### src/rtl/irpd_pkg.sv
// Shared constants and types for the IR pulse-width frame decoder.
package irpd_pkg;

  localparam int STORE_BITS = 24;

  localparam int WIDTH_W = 12;
  localparam int ZERO_W  = 11;
  localparam int TOL_W   = 10;
  localparam int HDR_W   = 12;
  localparam int CNT_W   = 8;
  localparam int POS_W   = 5;
  localparam int LEN_W   = 2;

  localparam int CFG_ADDR_W = 4;
  localparam int CFG_DATA_W = 32;

  localparam logic [1:0] REG_ZERO_WIDTH = 2'd0;
  localparam logic [1:0] REG_TOLERANCE  = 2'd1;
  localparam logic [1:0] REG_HEADER_MIN = 2'd2;

  localparam logic [ZERO_W-1:0] ZERO_WIDTH_RST = 11'd600;
  localparam logic [TOL_W-1:0]  TOLERANCE_RST  = 10'd200;
  localparam logic [HDR_W-1:0]  HEADER_MIN_RST = 12'd1800;

  localparam logic [POS_W-1:0] PARITY_POS_NONE  = 5'd0;
  localparam logic [POS_W-1:0] PARITY_POS_TWO   = 5'd16;
  localparam logic [POS_W-1:0] PARITY_POS_THREE = 5'd24;

  localparam logic [LEN_W-1:0] FRAME_LEN_NONE  = 2'd0;
  localparam logic [LEN_W-1:0] FRAME_LEN_TWO   = 2'd2;
  localparam logic [LEN_W-1:0] FRAME_LEN_THREE = 2'd3;

  localparam logic [CNT_W-1:0] SHORT_FRAME_MAX = 8'd15;
  localparam logic [CNT_W-1:0] COUNT_MAX       = 8'd255;
  localparam logic [7:0]       CAPTURE_LIMIT   = 8'd128;

  typedef logic [STORE_BITS-1:0] store_t;

endpackage

### src/rtl/irpd_in_if.sv
// Input channel: one measured pulse width per item.
interface irpd_in_if;
  logic                          valid;
  logic                          ready;
  logic [irpd_pkg::WIDTH_W-1:0]  pulse_width;

  modport source (output valid, output pulse_width, input ready);
  modport sink   (input valid, input pulse_width, output ready);
endinterface

### src/rtl/irpd_out_if.sv
// Result channel: one decoded frame per item.
interface irpd_out_if;
  logic       valid;
  logic       ready;
  logic       parity_ok;
  logic [7:0] first_byte;
  logic [7:0] second_byte;
  logic [7:0] third_byte;
  logic [7:0] bits_received;
  logic       is_capture;
  logic [1:0] team;

  modport source (output valid, output parity_ok, output first_byte, output second_byte,
                  output third_byte, output bits_received, output is_capture, output team,
                  input ready);
  modport sink   (input valid, input parity_ok, input first_byte, input second_byte,
                  input third_byte, input bits_received, input is_capture, input team,
                  output ready);
endinterface

### src/rtl/ir_pulse_width_frame_decoder.sv
// IR pulse-width frame decoder: input register, decode logic, result register.
// A result is loaded into the result register when the staged closing timeout item advances.
// Throughput: one item per cycle; the input stalls only while a result waits
// in the full result register and the staged item would produce another.
// Reset: synchronous, active-low rst_n; clears frame state, stages and registers
// to their power-up values (zero_width 600, tolerance 200, header_min 1800).
module ir_pulse_width_frame_decoder (
  input  logic                                clk,
  input  logic                                rst_n,
  irpd_in_if.sink                             in_ch,
  irpd_out_if.source                          out_ch,
  input  logic                                cfg_psel,
  input  logic                                cfg_penable,
  input  logic                                cfg_pwrite,
  input  logic [irpd_pkg::CFG_ADDR_W-1:0]     cfg_paddr,
  input  logic [irpd_pkg::CFG_DATA_W-1:0]     cfg_pwdata,
  output logic [irpd_pkg::CFG_DATA_W-1:0]     cfg_prdata,
  output logic                                cfg_pready
);

  localparam int SB = irpd_pkg::STORE_BITS;

  logic [irpd_pkg::ZERO_W-1:0] zero_width_r;
  logic [irpd_pkg::TOL_W-1:0]  tolerance_r;
  logic [irpd_pkg::HDR_W-1:0]  header_min_r;

  logic                          s1_valid_r;
  logic [irpd_pkg::WIDTH_W-1:0]  s1_width_r;

  logic                        in_frame_r, in_frame_nxt;
  logic [irpd_pkg::CNT_W-1:0]  bit_index_r, bit_index_nxt;
  irpd_pkg::store_t            store_r, store_nxt;
  logic [irpd_pkg::POS_W-1:0]  parity_pos_r, parity_pos_nxt;
  logic [irpd_pkg::LEN_W-1:0]  frame_len_r, frame_len_nxt;
  logic                        rx_parity_r, rx_parity_nxt;
  logic                        last_bit_r, last_bit_nxt;

  logic       out_valid_r;
  logic       out_parity_ok_r;
  logic [7:0] out_b0_r, out_b1_r, out_b2_r, out_bits_r;
  logic       out_capture_r;
  logic [1:0] out_team_r;

  logic       emit, advance, in_ready, in_fire, cfg_wr, lb;
  logic       hit_zero, hit_one, par_calc, ok;
  logic [7:0] b0, b1, b2;
  logic signed [13:0] sw, zc, zc2, tol, lo0, hi0, lo1, hi1;

  // configuration port
  assign cfg_pready = 1'b1;
  assign cfg_wr     = cfg_psel && cfg_penable && cfg_pwrite && cfg_pready;

  always_ff @(posedge clk) begin
    if (!rst_n) begin
      zero_width_r <= irpd_pkg::ZERO_WIDTH_RST;
      tolerance_r  <= irpd_pkg::TOLERANCE_RST;
      header_min_r <= irpd_pkg::HEADER_MIN_RST;
    end else if (cfg_wr) begin
      case (cfg_paddr[3:2])
        irpd_pkg::REG_ZERO_WIDTH: zero_width_r <= cfg_pwdata[irpd_pkg::ZERO_W-1:0];
        irpd_pkg::REG_TOLERANCE:  tolerance_r  <= cfg_pwdata[irpd_pkg::TOL_W-1:0];
        irpd_pkg::REG_HEADER_MIN: header_min_r <= cfg_pwdata[irpd_pkg::HDR_W-1:0];
        default: ;
      endcase
    end
  end

  always_comb begin
    case (cfg_paddr[3:2])
      irpd_pkg::REG_ZERO_WIDTH: cfg_prdata = irpd_pkg::CFG_DATA_W'(zero_width_r);
      irpd_pkg::REG_TOLERANCE:  cfg_prdata = irpd_pkg::CFG_DATA_W'(tolerance_r);
      irpd_pkg::REG_HEADER_MIN: cfg_prdata = irpd_pkg::CFG_DATA_W'(header_min_r);
      default:                  cfg_prdata = '0;
    endcase
  end

  // handshake
  assign emit     = s1_valid_r && in_frame_r && (s1_width_r == '0)
                    && (bit_index_r > irpd_pkg::SHORT_FRAME_MAX);
  assign advance  = s1_valid_r && (!emit || !out_valid_r || out_ch.ready);
  assign in_ready = !s1_valid_r || advance;
  assign in_fire  = in_ch.valid && in_ready;
  assign in_ch.ready = in_ready;

  always_ff @(posedge clk) begin
    if (!rst_n) begin
      s1_valid_r <= 1'b0;
    end else if (in_ready) begin
      s1_valid_r <= in_ch.valid;
    end
  end

  always_ff @(posedge clk) begin
    if (in_fire) begin
      s1_width_r <= in_ch.pulse_width;
    end
  end

  // bit classification
  assign sw  = $signed({2'b00, s1_width_r});
  assign zc  = $signed({3'b000, zero_width_r});
  assign zc2 = $signed({2'b00, zero_width_r, 1'b0});
  assign tol = $signed({4'b0000, tolerance_r});
  assign lo0 = zc - tol;
  assign hi0 = zc + tol;
  assign lo1 = zc2 - tol;
  assign hi1 = zc2 + tol;
  assign hit_zero = (sw > lo0) && (sw < hi0);
  assign hit_one  = (sw > lo1) && (sw < hi1);
  assign lb = hit_zero ? 1'b0 : (hit_one ? 1'b1 : last_bit_r);

  // frame state update
  always_comb begin
    in_frame_nxt   = in_frame_r;
    bit_index_nxt  = bit_index_r;
    store_nxt      = store_r;
    parity_pos_nxt = parity_pos_r;
    frame_len_nxt  = frame_len_r;
    rx_parity_nxt  = rx_parity_r;
    last_bit_nxt   = last_bit_r;
    if (!in_frame_r) begin
      if (s1_width_r > header_min_r) begin
        in_frame_nxt  = 1'b1;
        bit_index_nxt = '0;
        store_nxt     = '0;
      end
    end else if (s1_width_r == '0) begin
      in_frame_nxt = 1'b0;
    end else begin
      last_bit_nxt = lb;
      if (bit_index_r != '0 && bit_index_r == irpd_pkg::CNT_W'(parity_pos_r)) begin
        parity_pos_nxt = irpd_pkg::PARITY_POS_NONE;
        rx_parity_nxt  = lb;
      end else begin
        if (bit_index_r == '0) begin
          parity_pos_nxt = lb ? irpd_pkg::PARITY_POS_THREE : irpd_pkg::PARITY_POS_TWO;
          frame_len_nxt  = lb ? irpd_pkg::FRAME_LEN_THREE : irpd_pkg::FRAME_LEN_TWO;
        end
        for (int j = 0; j < SB; j++) begin
          if (lb && bit_index_r == irpd_pkg::CNT_W'(SB - 1 - j)) begin
            store_nxt[j] = 1'b1;
          end
        end
        if (bit_index_r != irpd_pkg::COUNT_MAX) begin
          bit_index_nxt = bit_index_r + 1'b1;
        end
      end
    end
  end

  always_ff @(posedge clk) begin
    if (!rst_n) begin
      in_frame_r   <= 1'b0;
      bit_index_r  <= '0;
      store_r      <= '0;
      parity_pos_r <= irpd_pkg::PARITY_POS_NONE;
      frame_len_r  <= irpd_pkg::FRAME_LEN_NONE;
      rx_parity_r  <= 1'b0;
      last_bit_r   <= 1'b0;
    end else if (advance) begin
      in_frame_r   <= in_frame_nxt;
      bit_index_r  <= bit_index_nxt;
      store_r      <= store_nxt;
      parity_pos_r <= parity_pos_nxt;
      frame_len_r  <= frame_len_nxt;
      rx_parity_r  <= rx_parity_nxt;
      last_bit_r   <= last_bit_nxt;
    end
  end

  // result assembly
  assign b0 = store_r[SB-1  -: 8];
  assign b1 = store_r[SB-9  -: 8];
  assign b2 = store_r[SB-17 -: 8];

  always_comb begin
    case (frame_len_r)
      irpd_pkg::FRAME_LEN_TWO:   par_calc = (^b0) ^ (^b1);
      irpd_pkg::FRAME_LEN_THREE: par_calc = (^b0) ^ (^b1) ^ (^b2);
      default:                   par_calc = 1'b0;
    endcase
  end
  assign ok = (par_calc == rx_parity_r);

  always_ff @(posedge clk) begin
    if (!rst_n) begin
      out_valid_r <= 1'b0;
    end else if (advance && emit) begin
      out_valid_r <= 1'b1;
    end else if (out_ch.ready) begin
      out_valid_r <= 1'b0;
    end
  end

  always_ff @(posedge clk) begin
    if (advance && emit) begin
      out_parity_ok_r <= ok;
      out_b0_r        <= b0;
      out_b1_r        <= b1;
      out_b2_r        <= (frame_len_r == irpd_pkg::FRAME_LEN_TWO) ? 8'h00 : b2;
      out_bits_r      <= bit_index_r;
      out_capture_r   <= ok && (b0 < irpd_pkg::CAPTURE_LIMIT);
      out_team_r      <= b1[7:6];
    end
  end

  assign out_ch.valid         = out_valid_r;
  assign out_ch.parity_ok     = out_parity_ok_r;
  assign out_ch.first_byte    = out_b0_r;
  assign out_ch.second_byte   = out_b1_r;
  assign out_ch.third_byte    = out_b2_r;
  assign out_ch.bits_received = out_bits_r;
  assign out_ch.is_capture    = out_capture_r;
  assign out_ch.team          = out_team_r;

  a_stall_cause: assert property (@(posedge clk) disable iff (!rst_n)
    !in_ready |-> (s1_valid_r && out_valid_r && emit))
    else $error("input stalled without a pending result");

  a_emit_closes: assert property (@(posedge clk) disable iff (!rst_n)
    (advance && emit) |=> (!in_frame_r && out_valid_r && out_bits_r > irpd_pkg::SHORT_FRAME_MAX))
    else $error("result loaded without closing a long frame");

  a_parity_pos: assert property (@(posedge clk) disable iff (!rst_n)
    (parity_pos_r == irpd_pkg::PARITY_POS_NONE) || (parity_pos_r == irpd_pkg::PARITY_POS_TWO)
    || (parity_pos_r == irpd_pkg::PARITY_POS_THREE))
    else $error("parity position out of range");

  a_frame_len: assert property (@(posedge clk) disable iff (!rst_n)
    (in_frame_r && bit_index_r != '0) |-> ((frame_len_r == irpd_pkg::FRAME_LEN_TWO)
    || (frame_len_r == irpd_pkg::FRAME_LEN_THREE)))
    else $error("frame length unset after first bit");

endmodule

### src/flat_wrapper.sv
// flat-port wrapper written by rule: the top's interface ports become plain ports
module ir_pulse_width_frame_decoder_flat 
  (clk, rst_n, cfg_psel, cfg_penable, cfg_pwrite, cfg_paddr, cfg_pwdata, cfg_prdata, cfg_pready, in_ch_valid, in_ch_pulse_width, in_ch_ready, out_ch_valid, out_ch_parity_ok, out_ch_first_byte, out_ch_second_byte, out_ch_third_byte, out_ch_bits_received, out_ch_is_capture, out_ch_team, out_ch_ready);
  irpd_in_if in_ch_i ();
  irpd_out_if out_ch_i ();
  input  logic clk;
  input  logic rst_n;
  input  logic cfg_psel;
  input  logic cfg_penable;
  input  logic cfg_pwrite;
  input  logic [irpd_pkg::CFG_ADDR_W-1:0] cfg_paddr;
  input  logic [irpd_pkg::CFG_DATA_W-1:0] cfg_pwdata;
  output logic [irpd_pkg::CFG_DATA_W-1:0] cfg_prdata;
  output logic cfg_pready;
  input wire logic [$bits(in_ch_i.valid)-1:0] in_ch_valid;
  input wire logic [$bits(in_ch_i.pulse_width)-1:0] in_ch_pulse_width;
  output wire logic [$bits(in_ch_i.ready)-1:0] in_ch_ready;
  output wire logic [$bits(out_ch_i.valid)-1:0] out_ch_valid;
  output wire logic [$bits(out_ch_i.parity_ok)-1:0] out_ch_parity_ok;
  output wire logic [$bits(out_ch_i.first_byte)-1:0] out_ch_first_byte;
  output wire logic [$bits(out_ch_i.second_byte)-1:0] out_ch_second_byte;
  output wire logic [$bits(out_ch_i.third_byte)-1:0] out_ch_third_byte;
  output wire logic [$bits(out_ch_i.bits_received)-1:0] out_ch_bits_received;
  output wire logic [$bits(out_ch_i.is_capture)-1:0] out_ch_is_capture;
  output wire logic [$bits(out_ch_i.team)-1:0] out_ch_team;
  input wire logic [$bits(out_ch_i.ready)-1:0] out_ch_ready;
  assign in_ch_i.valid = in_ch_valid;
  assign in_ch_i.pulse_width = in_ch_pulse_width;
  assign in_ch_ready = in_ch_i.ready;
  assign out_ch_valid = out_ch_i.valid;
  assign out_ch_parity_ok = out_ch_i.parity_ok;
  assign out_ch_first_byte = out_ch_i.first_byte;
  assign out_ch_second_byte = out_ch_i.second_byte;
  assign out_ch_third_byte = out_ch_i.third_byte;
  assign out_ch_bits_received = out_ch_i.bits_received;
  assign out_ch_is_capture = out_ch_i.is_capture;
  assign out_ch_team = out_ch_i.team;
  assign out_ch_i.ready = out_ch_ready;
  ir_pulse_width_frame_decoder u_core (.clk(clk), .rst_n(rst_n), .in_ch(in_ch_i), .out_ch(out_ch_i), .cfg_psel(cfg_psel), .cfg_penable(cfg_penable), .cfg_pwrite(cfg_pwrite), .cfg_paddr(cfg_paddr), .cfg_pwdata(cfg_pwdata), .cfg_prdata(cfg_prdata), .cfg_pready(cfg_pready));
endmodule
### config.mk
export PLATFORM = sky130hd
export DESIGN_NAME = ir_pulse_width_frame_decoder_flat
export DESIGN_NICKNAME = d
export VERILOG_FILES = /design/src/rtl/irpd_pkg.sv /design/src/rtl/irpd_in_if.sv /design/src/rtl/irpd_out_if.sv /design/src/rtl/ir_pulse_width_frame_decoder.sv /design/src/flat_wrapper.sv
export SDC_FILE = /design/constraint.sdc
export NUM_CORES = 1
export LEC_CHECK = 0
export BUFFER_PORTS_ARGS = -buffer_cell sky130_fd_sc_hd__clkbuf_2
export CAP_MARGIN = 20
export CORE_MARGIN = 2
export CORE_UTILIZATION = 50
export CTS_CLUSTER_SIZE = 8
export DETAILED_ROUTE_END_ITERATION = 8
export PLACE_DENSITY = 0.71
export SKIP_LAST_GASP = 1
export SLEW_MARGIN = 25
export SYNTH_ARGS = -nofsm -noshare
export SYNTH_HDL_FRONTEND = slang
export SYNTH_SLANG_ARGS = --single-unit
### constraint.sdc
create_clock -name clk -period 9.2 [get_ports clk]
set_clock_uncertainty 0.05 [all_clocks]
set_input_delay 1.84 -clock clk [delete_from_list [all_inputs] [get_ports clk]]
set_output_delay 1.84 -clock clk [all_outputs]
set_load 0.03 [all_outputs]
== Word level (Yosys, flattened, before mapping) ==
Index checks and enable logic that the tools add are counted.
W data, S select, Z words.
Word-level totals
  flip-flop bits (word level): 125
Cells by class
  add/subtract/negate cells: 5
  bitwise logic cells: 4
  $lt $le $gt $ge: 7
  mux-type cells: 46
  equality and inequality tests: 57
  reduce and logical (&&, ||, !) cells: 84
Operators by type and width (number)
  $reduce_and A5 Y1: 26
  $mux W24: 4
  $eq A8 B4 Y1 const B: 8
  $eq A8 B5 Y1 const B: 8
  $ne A2 B2 Y1 const B: 27
  $mux W8: 5
  $logic_and A1 B1 Y1: 36
  $pmux W12 S3: 1
  $eq A8 B3 Y1 const B: 4
  $mux W1: 32
  $gt A13 B14 Y1: 2
  $lt A13 B14 Y1: 2
  $reduce_xor A8 Y1: 3
  $eq A8 B2 Y1 const B: 2
  $add A12 B10 Y13: 1
  $sub A12 B10 Y13: 1
  $add A11 B10 Y12: 1
  $gt A12 B12 Y1: 1
  $logic_not A12 Y1: 1
  $sub A11 B10 Y12: 1
  $mux W5: 2
  $add A8 B1 Y8 const B: 1
  $eq A8 B1 Y1 const B: 1
  $eq A8 B5 Y1: 1
  19 further kinds: 32

== Longest topological paths before layout ==
  depth in word-level cells: 10
  mapped depth: 22

== Worst setup path after synthesis ==
OpenSTA, ideal clock, no wires.
  path type: input -> register
  start: in out_ch_ready
  end: reg u_core.out_bits_r[0] (netlist: u_core.out_ch.bits_received[0]) (enable)
  setup slack: 3483 ps
  library setup time: 510 ps
  data arrival time: 5157 ps
  buffers on the path: 0
  stages: 2
  path through: nor2b_1 -> nor4_1
On the way
  cells in the longest elaborated chain, start to end: 3
RTL lines
  start: declaration: line flat_wrapper.sv:26  | input wire logic [$bits(out_ch_i.ready)-1:0] out_ch_ready;
  $logic_or A1 B1 Y1: line ir_pulse_width_frame_decoder.sv:80  | assign advance = s1_valid_r && (!emit || !out_valid_r || out_ch.ready);
  $logic_and A1 B1 Y1: line ir_pulse_width_frame_decoder.sv:80
  $logic_and A1 B1 Y1: line ir_pulse_width_frame_decoder.sv:196  | if (advance && emit) begin
  end signal: assignment: line ir_pulse_width_frame_decoder.sv:201  | out_bits_r <= bit_index_r;
  end: declaration: line ir_pulse_width_frame_decoder.sv:40  | logic [7:0] out_b0_r, out_b1_r, out_b2_r, out_bits_r;
No other way between the ends.
A chain may end at the register's enable or synchronous reset.

== Final worst setup path ==
  start: in cfg_paddr[3] (netlist bit)
  end: out cfg_prdata[6] (netlist bit)
On the way
  cells in the longest elaborated chain, start to end: 2
  elaborated cells between the ends (all ways): 4
RTL lines
  start: declaration: line flat_wrapper.sv:11  | input logic [irpd_pkg::CFG_ADDR_W-1:0] cfg_paddr;
  $eq A2 B2 Y1, or another cell as far along: line ir_pulse_width_frame_decoder.sv:69  | case (cfg_paddr[3:2])
  $pmux W12 S3 *: line ir_pulse_width_frame_decoder.sv:69
  end: declaration: line flat_wrapper.sv:13  | output logic [irpd_pkg::CFG_DATA_W-1:0] cfg_prdata;
Every way passes the cells marked *; elsewhere a longest branch is shown, timed or not.

==> metrics <==
synth warn 0; die area 17,890 µm²; met3 wire length 1160 µm; cell row count 47; Async S/R FF share, synth 0%; Max stage delay cell, worst path nor2b_1; DR WL/cell 15.83 µm; clock sink total 120; Detail Route Antenna Nets 0; vias in the first global route 6,367; Final Max Tran Viols 0; global route total overflow 0; # port buffers 82; most used cell, CP clkbuf_2; top sig layer met4; status finished, final reports clean; top_reg_cell synth dfxtp_1; initial antenna violation count 0; Max Cap Viol 0; register area share after synthesis 34.01%; final wirelength 19,630 µm; synthesized area 8417 µm²; # hold bufs at CTS 0; worst hold margin 414.5 ps; drt pass-1 iters 5; r2r startpoint u_core.tolerance_r[1]; DP HPWL 14,450 µm; final worst-path cycle share 58.92%; initial DRC count 380; Post-Syn Instances 941; crit path max fanout 18; DR vias 6,792; CTS Buf Count 17; routability cong. 0.8856; Setup CP Type in2out; Distinct cells, synth 64; total track usage 22.33%; metal2 WL 8737 µm; peak supply drop 0.1416 mV; # Post-CTS Setup Buffers 0; Antenna Cells 0; met1 WL 9437 µm; die height 133.7 µm; TNS Setup 0 ps; I/O Pins 126; share of cells above drive strength 1 12.94%; Final WS setup 3780 ps; core area 16,520 µm²; number of flops mapped to enable cells by yosys 46; post-CTS sizing 0; crit path launch type primary input; Layout Area Growth over Synthesis 12.84%; clock transition at the registers of the reported paths 50 ps; Max Buffers Root-to-Sink 2; CTS HTree Levels 4; Layout Nets 1,166; global-route wire length before repair 31,660 µm; Initial Utilization 50.94%; power density over the cells 149.8 nW/µm²; register bit total from synthesis 120; largest net degree at the start of global routing 48; final setup violating endpoints 0; Worst Hold Launch u_core.frame_len_r[0]; CP Cell Sequence clkbuf_2 > nor2b_1 > nand2_1 > o21ai_0 > clkbuf_2; Slew HR 36.17%; Hold/Removal Path Class reg2reg; most frequent cells in the layout 127 x nand2_1, 100 x ha_1, 82 x clkbuf_2; crit path capture type output port; CTS tree done; Vias/cell 5.477; die width 133.7 µm; CP Data Arrival Time 3530 ps; pre-CTS WS 3789 ps; clock root buffer clkbuf_16; Max Freq 184.5 MHz; min cycle time layout 5420 ps; Skew-Pair Late Insertion Delay 420 ps; CP max stage delay 820 ps; RSZ-0062 raised after global routing no; Hold Fails Final Rpt 0; syn avg cell area 8.945 µm²; Worst EP required 7310 ps; Least-Margin Pin Slew 952.3 ps; leading cell type in the layout, fill and taps excluded nand2_1; DR DRC count 0; CP startpoint cfg_paddr[3]; Lkg Pwr 4.033 nW
## per-layer routing
| layer | global-route usage (%) | vias to the layer above |
|---|---|---|
| met3 | 4.871 | 18 |
| met2 | 34.90 | 180 |
| met4 | 6.738 | 0 |
| li1 | - | 3400 |
| met5 | 0 | - |
| met1 | 30.97 | 3194 |
## state kept, by name, indices dropped and copies added (netlist names), 7 cells and up
name                         cells
u_core.bit_index_r               8
u_core.out_ch.bits_received      8
u_core.out_ch.first_byte         8
u_core.out_ch.second_byte        7
u_core.s1_width_r               12
u_core.out_ch.third_byte         8
u_core.zero_width_r             11
u_core.tolerance_r              10
u_core.header_min_r             12
u_core.store_r                  24
## where the power goes
part / internal, mW / switching [mW]
Combinational: 0.0682 / 0.109
Clock: 0.425 / 0.246
Sequential: 0.558 / 0.0171
## worst max-delay path: cells and delay by family
| kind | cells | cell delay [ps] |
|---|---|---|
| and+or+nand+nor | 2 | 930 |
| buffers and inverters | 2 | 600 |
| AOI/OAI and AO/OA | 1 | 140 |
## synthesized netlist by cell type, types with 14 or more instances
| library cell | number | area, µm² |
|---|---|---|
| nand2_1 | 127 | 476.7 |
| ha_1 | 100 | 1251 |
| dfxtp_1 | 74 | 1481 |
| inv_1 | 61 | 229.0 |
| xnor2_1 | 51 | 446.7 |
| edfxtp_1 | 46 | 1381 |
| a21oi_1 | 43 | 215.2 |
| nor2_1 | 41 | 153.9 |
| o21ai_0 | 37 | 185.2 |
| mux2i_1 | 36 | 360.4 |
| nand3_1 | 36 | 180.2 |
| clkbuf_1 | 32 | 120.1 |
| a21boi_0 | 28 | 210.2 |
| and3_1 | 23 | 143.9 |
| buf_4 | 23 | 172.7 |
| nand4_1 | 16 | 100.1 |
| o211ai_1 | 14 | 105.1 |
## final cells by class
type                    instances  area (µm²)
flip-flops and latches        120        2863
inverters                      61       229.0
repair buffers                 89       466.7
multi-input cells             718        5077
well taps                     220       275.3
clock buffers                  20       436.7
fillers                      1475        7027
clock inverters                12       150.1
## worst paths after layout
| check | cells after the start | end | slack (ps) |
|---|---|---|---|
| worst max register to register | 20 | u_core.store_r[9] | 4260 |
| worst min-delay path | 2 | u_core.frame_len_r[0] | 410 |
| worst min register to register | 2 | u_core.frame_len_r[0] | 410 |
| worst max-delay path | 5 | cfg_prdata[6] | 3780 |
## per-stage QoR
step	total power, mW	cells	instance area (µm²)	util, %
floorplan	0.7196	960	8488	-
global placement	0.7547	1207	8894	53.82
CTS	1.426	1239	9480	57.37
finish	1.423	1240	9498	57.48
global route	1.480	1240	9498	57.48
detailed placement	0.7580	1207	8894	53.82
## kinds of logic after synthesis
kind of cell	count (synthesis)	share of synthesized area, %
adder cells (fa/ha/maj)	104	15.82
other	2	0.08923
flip-flops	120	34.01
buffers and inverters	122	6.853
AND/OR/NAND/NOR	309	17.62
XOR/XNOR	62	6.452
multiplexers	36	4.281
AO/OA/AOI/OAI	186	14.88
No activity file was read; power rests on OpenSTA's default activity.
